**config.mk**
```make
export PLATFORM = sky130hd
export DESIGN_NAME = utf8_to_json_unicode_escape
export DESIGN_NICKNAME = d
export VERILOG_FILES = /design/src/rtl/core/u8je_pkg.sv /design/src/rtl/core/utf8_to_json_unicode_escape.sv /design/src/rtl/core/u8je_decode.sv /design/src/rtl/core/u8je_emit.sv
export SDC_FILE = /design/constraint.sdc
export NUM_CORES = 1
export LEC_CHECK = 0
export BUFFER_PORTS_ARGS = -buffer_cell sky130_fd_sc_hd__buf_4
export CAP_MARGIN = 5
export CORE_MARGIN = 5
export CORE_UTILIZATION = 24
export DETAILED_ROUTE_END_ITERATION = 6
export PLACE_DENSITY = 0.46
export SLEW_MARGIN = 40
export SYNTH_ARGS = -nofsm -noshare
export SYNTH_HDL_FRONTEND = slang
export SYNTH_SLANG_ARGS = --single-unit
```
**constraint.sdc**
```tcl
create_clock -name clk_i -period 4.4 [get_ports clk_i]
set_input_delay 0.22 -clock clk_i [delete_from_list [all_inputs] [get_ports clk_i]]
set_output_delay 0.22 -clock clk_i [all_outputs]
set_load 0.005 [all_outputs]
```
**src/rtl/core/u8je_pkg.sv**
```systemverilog
// Shared types, codes and helpers for the UTF-8 to JSON escape converter.
// Used by u8je_decode, u8je_emit and the top level. No dependencies.
`timescale 1ns / 1ps
`default_nettype none

package u8je_pkg;

  // what the main part of one request turns into
  typedef enum logic [2:0] {
    KIND_NONE  = 3'd0,
    KIND_ASCII = 3'd1,
    KIND_ERR   = 3'd2,
    KIND_UNIT  = 3'd3,
    KIND_PAIR  = 3'd4
  } kind_e;

  localparam logic [6:0] CHAR_BSL = 7'h5C;
  localparam logic [6:0] CHAR_U   = 7'h75;
  localparam logic [3:0] UNIT_LEN = 4'd6;

  // decoded description of all results caused by one input request
  typedef struct packed {
    logic        pre_err;   // open sequence cut short by this byte
    kind_e       kind;
    logic [6:0]  ascii;
    logic [15:0] hi_unit;   // BMP unit or high surrogate
    logic [15:0] lo_unit;   // low surrogate
    logic        post_err;  // sequence still open at line end
    logic        line_end;
    logic [3:0]  count;     // total results, 0..12
  } job_t;

  function automatic logic [3:0] main_len(kind_e k);
    logic [3:0] len;
    case (k)
      KIND_ASCII: len = 4'd1;
      KIND_ERR:   len = 4'd1;
      KIND_UNIT:  len = UNIT_LEN;
      KIND_PAIR:  len = 4'd12;
      default:    len = 4'd0;
    endcase
    return len;
  endfunction

  // lowercase hex digit
  function automatic logic [6:0] hex_char(logic [3:0] nib);
    logic [6:0] c;
    if (nib < 4'd10) begin
      c = 7'h30 + {3'b000, nib};
    end else begin
      c = 7'h57 + {3'b000, nib};
    end
    return c;
  endfunction

endpackage

`default_nettype wire

```
**src/rtl/core/utf8_to_json_unicode_escape.sv**
```systemverilog
// UTF-8 to JSON \uXXXX escape converter, top level.
// Each result passes through the job slot and then the output register.
// Throughput: one result per cycle from the job sequencer while the output is not stalled;
// a new input byte is taken only as its last result is sent (1 for ASCII, 6 for BMP, 12 for a pair).
// Reset: asynchronous active low; clears the open sequence and all valids.
// Depends on u8je_pkg, u8je_decode and u8je_emit.
`timescale 1ns / 1ps
`default_nettype none

module utf8_to_json_unicode_escape (
  input  wire logic       clk_i,
  input  wire logic       rst_ni,
  input  wire logic       s_axis_tvalid_i,
  output logic            s_axis_tready_o,
  input  wire logic [7:0] s_axis_tdata_i,   // [7:0] in_byte
  input  wire logic       s_axis_tlast_i,   // line_end
  output logic            m_axis_tvalid_o,
  input  wire logic       m_axis_tready_i,
  output logic [7:0]      m_axis_tdata_o,   // [6:0] out_byte, [7] run_last
  output logic            m_axis_tlast_o,   // line_done
  output logic            m_axis_tuser_o    // [0] bad_sequence
);
  import u8je_pkg::*;

  job_t       job;
  logic       take;
  logic       accept;
  logic [6:0] out_byte;
  logic       run_last;

  assign accept          = s_axis_tvalid_i && take;
  assign s_axis_tready_o = take;

  // byte decode and sequence state
  u8je_decode u_decode (
    .clk_i      (clk_i),
    .rst_ni     (rst_ni),
    .accept_i   (accept),
    .in_byte_i  (s_axis_tdata_i),
    .line_end_i (s_axis_tlast_i),
    .job_o      (job)
  );

  // result sequencing
  u8je_emit u_emit (
    .clk_i       (clk_i),
    .rst_ni      (rst_ni),
    .accept_i    (accept),
    .job_i       (job),
    .take_o      (take),
    .out_valid_o (m_axis_tvalid_o),
    .out_ready_i (m_axis_tready_i),
    .out_byte_o  (out_byte),
    .run_last_o  (run_last),
    .line_done_o (m_axis_tlast_o),
    .bad_o       (m_axis_tuser_o)
  );

  assign m_axis_tdata_o = {run_last, out_byte};

endmodule

`default_nettype wire

```
**src/rtl/core/u8je_decode.sv**
```systemverilog
// Input decoder: holds the open UTF-8 sequence and turns one byte into a job.
// Depends on u8je_pkg.
`timescale 1ns / 1ps
`default_nettype none

module u8je_decode (
  input  wire logic          clk_i,
  input  wire logic          rst_ni,
  input  wire logic          accept_i,
  input  wire logic [7:0]    in_byte_i,
  input  wire logic          line_end_i,
  output u8je_pkg::job_t     job_o
);
  import u8je_pkg::*;

  logic [20:0] pcp_q, pcp_d;
  logic [1:0]  rem_q, rem_d;
  logic [20:0] cp_new;
  logic [20:0] cp_off;
  kind_e       kind;
  logic        pre_err, post_err;

  // gather bits and classify the byte
  always_comb begin
    cp_new   = {pcp_q[14:0], in_byte_i[5:0]};
    pcp_d    = pcp_q;
    rem_d    = rem_q;
    kind     = KIND_NONE;
    pre_err  = 1'b0;
    post_err = 1'b0;
    if (in_byte_i[7:6] == 2'b10) begin
      if (rem_q == 2'd0) begin
        kind = KIND_ERR;
      end else begin
        pcp_d = cp_new;
        rem_d = rem_q - 2'd1;
        if (rem_q == 2'd1) begin
          kind  = (cp_new > 21'h00FFFF) ? KIND_PAIR : KIND_UNIT;
          pcp_d = '0;
        end
      end
    end else begin
      pre_err = (rem_q != 2'd0);
      pcp_d   = '0;
      rem_d   = 2'd0;
      if (!in_byte_i[7]) begin
        kind = KIND_ASCII;
      end else if (in_byte_i < 8'hE0) begin
        pcp_d = {16'd0, in_byte_i[4:0]};
        rem_d = 2'd1;
      end else if (in_byte_i < 8'hF0) begin
        pcp_d = {17'd0, in_byte_i[3:0]};
        rem_d = 2'd2;
      end else if (in_byte_i < 8'hF5) begin
        pcp_d = {18'd0, in_byte_i[2:0]};
        rem_d = 2'd3;
      end else begin
        kind = KIND_ERR;
      end
    end
    // sequence left open at line end
    if (line_end_i && (rem_d != 2'd0)) begin
      post_err = 1'b1;
      pcp_d    = '0;
      rem_d    = 2'd0;
    end
  end

  // utf-16 units
  assign cp_off = cp_new - 21'h010000;

  always_comb begin
    job_o.pre_err  = pre_err;
    job_o.kind     = kind;
    job_o.ascii    = in_byte_i[6:0];
    job_o.hi_unit  = (kind == KIND_PAIR) ? (16'hD800 + {5'd0, cp_off[20:10]})
                                         : cp_new[15:0];
    job_o.lo_unit  = {6'b110111, cp_off[9:0]};
    job_o.post_err = post_err;
    job_o.line_end = line_end_i;
    job_o.count    = {3'd0, pre_err} + main_len(kind) + {3'd0, post_err};
  end

  // sequence state
  always_ff @(posedge clk_i or negedge rst_ni) begin
    if (!rst_ni) begin
      pcp_q <= '0;
      rem_q <= '0;
    end else if (accept_i) begin
      pcp_q <= pcp_d;
      rem_q <= rem_d;
    end
  end

endmodule

`default_nettype wire

```
**src/rtl/core/u8je_emit.sv**
```systemverilog
// Result sequencer: holds one job and sends its bytes one per cycle, while the output is not
// stalled, into an output register. Depends on u8je_pkg.
`timescale 1ns / 1ps
`default_nettype none

module u8je_emit (
  input  wire logic          clk_i,
  input  wire logic          rst_ni,
  input  wire logic          accept_i,
  input  wire u8je_pkg::job_t job_i,
  output logic               take_o,
  output logic               out_valid_o,
  input  wire logic          out_ready_i,
  output logic [6:0]         out_byte_o,
  output logic               run_last_o,
  output logic               line_done_o,
  output logic               bad_o
);
  import u8je_pkg::*;

  job_t        job_q, job_d;
  logic        jvld_q, jvld_d;
  logic [3:0]  idx_q, idx_d;
  logic        ovld_q;
  logic [6:0]  obyte_q;
  logic        olast_q, oline_q, obad_q;

  logic        load_out, emit, last_slot;
  logic [3:0]  off, pos, mlen;
  logic [15:0] unit;
  logic [6:0]  s_byte;
  logic        s_bad;

  assign load_out  = !ovld_q || out_ready_i;
  assign emit      = jvld_q && load_out;
  assign last_slot = (idx_q == (job_q.count - 4'd1));
  assign take_o    = !jvld_q || (emit && last_slot);

  // pick the byte for the current slot
  always_comb begin
    mlen   = main_len(job_q.kind);
    off    = idx_q - {3'd0, job_q.pre_err};
    pos    = (off < UNIT_LEN) ? off : (off - UNIT_LEN);
    unit   = (off < UNIT_LEN) ? job_q.hi_unit : job_q.lo_unit;
    s_byte = 7'd0;
    s_bad  = 1'b0;
    if (job_q.pre_err && (idx_q == 4'd0)) begin
      s_bad = 1'b1;
    end else if (off < mlen) begin
      case (job_q.kind)
        KIND_ASCII: s_byte = job_q.ascii;
        KIND_ERR:   s_bad  = 1'b1;
        default: begin
          case (pos)
            4'd0:    s_byte = CHAR_BSL;
            4'd1:    s_byte = CHAR_U;
            4'd2:    s_byte = hex_char(unit[15:12]);
            4'd3:    s_byte = hex_char(unit[11:8]);
            4'd4:    s_byte = hex_char(unit[7:4]);
            default: s_byte = hex_char(unit[3:0]);
          endcase
        end
      endcase
    end else begin
      s_bad = 1'b1;
    end
  end

  // job slot and slot counter
  always_comb begin
    job_d  = job_q;
    jvld_d = jvld_q;
    idx_d  = idx_q;
    if (take_o) begin
      job_d  = job_i;
      jvld_d = accept_i && (job_i.count != 4'd0);
      idx_d  = 4'd0;
    end else if (emit) begin
      idx_d = idx_q + 4'd1;
    end
  end

  always_ff @(posedge clk_i or negedge rst_ni) begin
    if (!rst_ni) begin
      jvld_q <= 1'b0;
      idx_q  <= '0;
      ovld_q <= 1'b0;
    end else begin
      jvld_q <= jvld_d;
      idx_q  <= idx_d;
      if (load_out) begin
        ovld_q <= emit;
      end
    end
  end

  // payload registers
  always_ff @(posedge clk_i) begin
    job_q <= job_d;
    if (emit) begin
      obyte_q <= s_byte;
      olast_q <= last_slot;
      oline_q <= last_slot && job_q.line_end;
      obad_q  <= s_bad;
    end
  end

  assign out_valid_o = ovld_q;
  assign out_byte_o  = obyte_q;
  assign run_last_o  = olast_q;
  assign line_done_o = oline_q;
  assign bad_o       = obad_q;

endmodule

`default_nettype wire

```
==> out/results.ini <==
[status]
status=complete, no violations

[drt]
num_vias=3383
dr.pass1.iters=6
finalWirelength_um=10690
vias_per_cell=4.778
post_drt_wl_per_cell_um=15.10
drc=0
drtIter0Drc=314
ant_nets=0

[timing]
fmax_ghz=0.2662
rsz0062_at_grt=false
finalMaxSlewViolations=0
holdWs_ns=0.09430
finalCritPeriodShare_pct=85.38
fin_tns_setup_ns=0
post-route-min-period_ns=3.757
hold_viol_final=0
fin_skew_ns=0.009946
worst_slew_pin_slew_ns=0.6685
finalSetupViolCount=0
maxSlewHeadroom_pct=55.43

[cts]
numCtsBuffers=9
worst_skew_pair.late_latency_ns=0.34
cts_setup_buffers=0
path_clk_slew_ns=0.06
cts_root_buf=clkbuf_16
cts_resized=0
cts_sinks=69
cts_max_path_buffers=2
cts.htree.levels=3
tritoncts=built

[synth]
ys_types=64
synth_warnings=0
syn_area_um2=4354
synth_edf_count=46
syn_inst=452
synth_seq_area_share_pct=44.94
syn_avg_cell_area_um2=9.633
synthesis.nets=482
synthArstFlopShare_pct=33.33
synth_ff_type=edfxtp_1
ys_ff_latch=69

[worst_setup_path]
start_kind=flip-flop
cp_data_required_time_ns=4.60
cp_slowest_cell=ha_1
crit_top_cell=ha_1
crit_fanout=18
arrival_ns=3.96
timing.critical_path.buf_inv=1
worstPathCellList=inv_1 -> ha_1 -> ha_1 -> nor2b_1 -> o31ai_2 -> and2_4 -> mux2i_1 -> ha_1 -> nand2_1 -> nor3b_1 -> a211oi_1 -> a311o_1 -> nand4_1 -> a32o_1
crit_family=adder cells
cp-end-kind=flip-flop
slowest_delay_ns=0.54
worstSetupPathType=reg -> reg

[cells_and_area]
num_antenna_cells=0
post-route-util_pct=28.31
area_growth_pct=16.38
final_common_cell=nand2_1
drive_gt1_share_pct=12.94
final_cell_mix=nand2_1, edfxtp_1, buf_4, o21ai_0, dfrtp_1
final_nets=504
final_area_um2=5067
fillers=1908

[placement]
io_buffers=24
post-dp-hpwl_um=8140
place.gp.congestion=0.8654
dpl_cell_area_um2=4750

[global_route]
use_met2_pct=16.36
grt_use_met1_pct=15.29
grt-ovfl-total=0
grt_use_total_pct=10.92
grt_pass1_wl_um=17600
top_usage_layer=met2
first_global_vias=3245
met3_usage_pct=2.859
grt_antenna_before_repair=0
grt_max_degree=40

[flow_run]
max-cap-violations=0

[floorplan]
io_pins=25
coreArea_um2=17900
die_w_um=144.7
initial_utilization_pct=24.32
die_h_um=144.7
die-area_um2=20940
fp-row-count=49

[power]
static-leakage-power_uw=0.001933
peakVddDrop_v=0.0002661
power.density_nw_per_um2=800.1

[min_path]
hp-class=in -> reg

## flip-flops by register name, indices dropped and copies added (netlist names)
register	flops
u_decode.pcp_q	15
u_decode.rem_q	2
u_emit.bad_o	1
u_emit.idx_q	4
u_emit.job_q	36
u_emit.jvld_q	1
u_emit.line_done_o	1
u_emit.out_byte_o	7
u_emit.out_valid_o	1
u_emit.run_last_o	1
## stage by stage
stage | power [µW] | setup slack [ns] | std cells
6_report | 4054 | 0.6434 | 708
5_1_grt | 4422 | 0.3457 | 708
4_1_cts | 4080 | 0.7302 | 708
3_5_place_dp | 3317 | 0.7705 | 691
3_3_place_gp | 3293 | 0.9309 | 691
2_1_floorplan | 2812 | 1.007 | 452
## what timing repair did
action                                  4_1_cts  5_1_grt
hold buffers                                  1        0
endpoints found under the setup margin        0        0
endpoints found under the hold margin        23        0
## routing by layer
layer	routed length, µm	up-vias	share of wire, %
met5	0	-	0
met4	209	0	2.0
met3	435	20	4.1
met2	4725	85	44
met1	5322	1579	50
li1	-	1699	-
## worst paths after layout
check / startpoint / endpoint / slack [ns] / cells past startpoint
hold reg to reg: u_decode.pcp_q[0] / u_emit.job_q[12] / 0.55 / 0
min in group asynchronous: rst_ni / u_decode.rem_q[0] / 0.32 / 2
setup / recovery: u_emit.idx_q[0] / u_emit.out_byte_o[2] / 0.64 / 14
setup reg to reg: u_emit.idx_q[0] / u_emit.out_byte_o[2] / 0.64 / 14
hold / removal: s_axis_tvalid_i / u_emit.jvld_q / 0.09 / 3
max in group asynchronous: rst_ni / u_emit.idx_q[2] / 3.83 / 2
## power by group
| part | internal [µW] | leakage, µW | switching (µW) | total (µW) |
|---|---|---|---|---|
| Sequential | 1010 | 0.000738 | 251 | 1260 |
| Combinational | 862 | 0.00105 | 1190 | 2050 |
| Clock | 446 | 0.000141 | 296 | 742 |
## final cells by class
class | instances | area, µm² | area share [%]
Tap cell | 229 | 286.5 | 5.654
Sequential cell | 69 | 1957 | 38.62
Clock buffer | 9 | 225.2 | 4.444
Clock inverter | 7 | 81.33 | 1.605
Inverter | 21 | 78.83 | 1.556
Timing Repair Buffer | 30 | 227.7 | 4.494
Multi-Input combinational cell | 343 | 2211 | 43.63
## cell families (layout without fill, tap and decap cells)
family | after synthesis | after routing | synth area share [%]
flip-flops | 69 | 69 | 44.94
AND/OR/NAND/NOR | 176 | 176 | 20.06
XOR/XNOR | 21 | 21 | 4.397
buffers and inverters | 40 | 67 | 4.310
multiplexers | 17 | 17 | 4.396
AO/OA/AOI/OAI | 112 | 112 | 16.84
adder cells (fa/ha/maj) | 17 | 17 | 5.057
## worst min-delay path: stages
cell and delay [ns]:
buf_4 0.08, nand2_1 0.04, nand2_1 0.06
## synth_stat cells, types with 10 or more instances
| cell | number | share of area (%) |
|---|---|---|
| a21oi_1 | 20 | 2.3 |
| dfrtp_1 | 23 | 13 |
| edfxtp_1 | 46 | 32 |
| ha_1 | 16 | 4.6 |
| inv_1 | 19 | 1.6 |
| nand2_1 | 70 | 6.0 |
| nand2b_1 | 12 | 1.7 |
| nand3_1 | 12 | 1.4 |
| nand4_1 | 10 | 1.4 |
| nor2_1 | 22 | 1.9 |
| nor3_1 | 14 | 1.6 |
| o21ai_0 | 25 | 2.9 |
| o21ai_1 | 18 | 2.1 |
| xnor2_1 | 14 | 2.8 |
(Power assumes the default switching activity.)
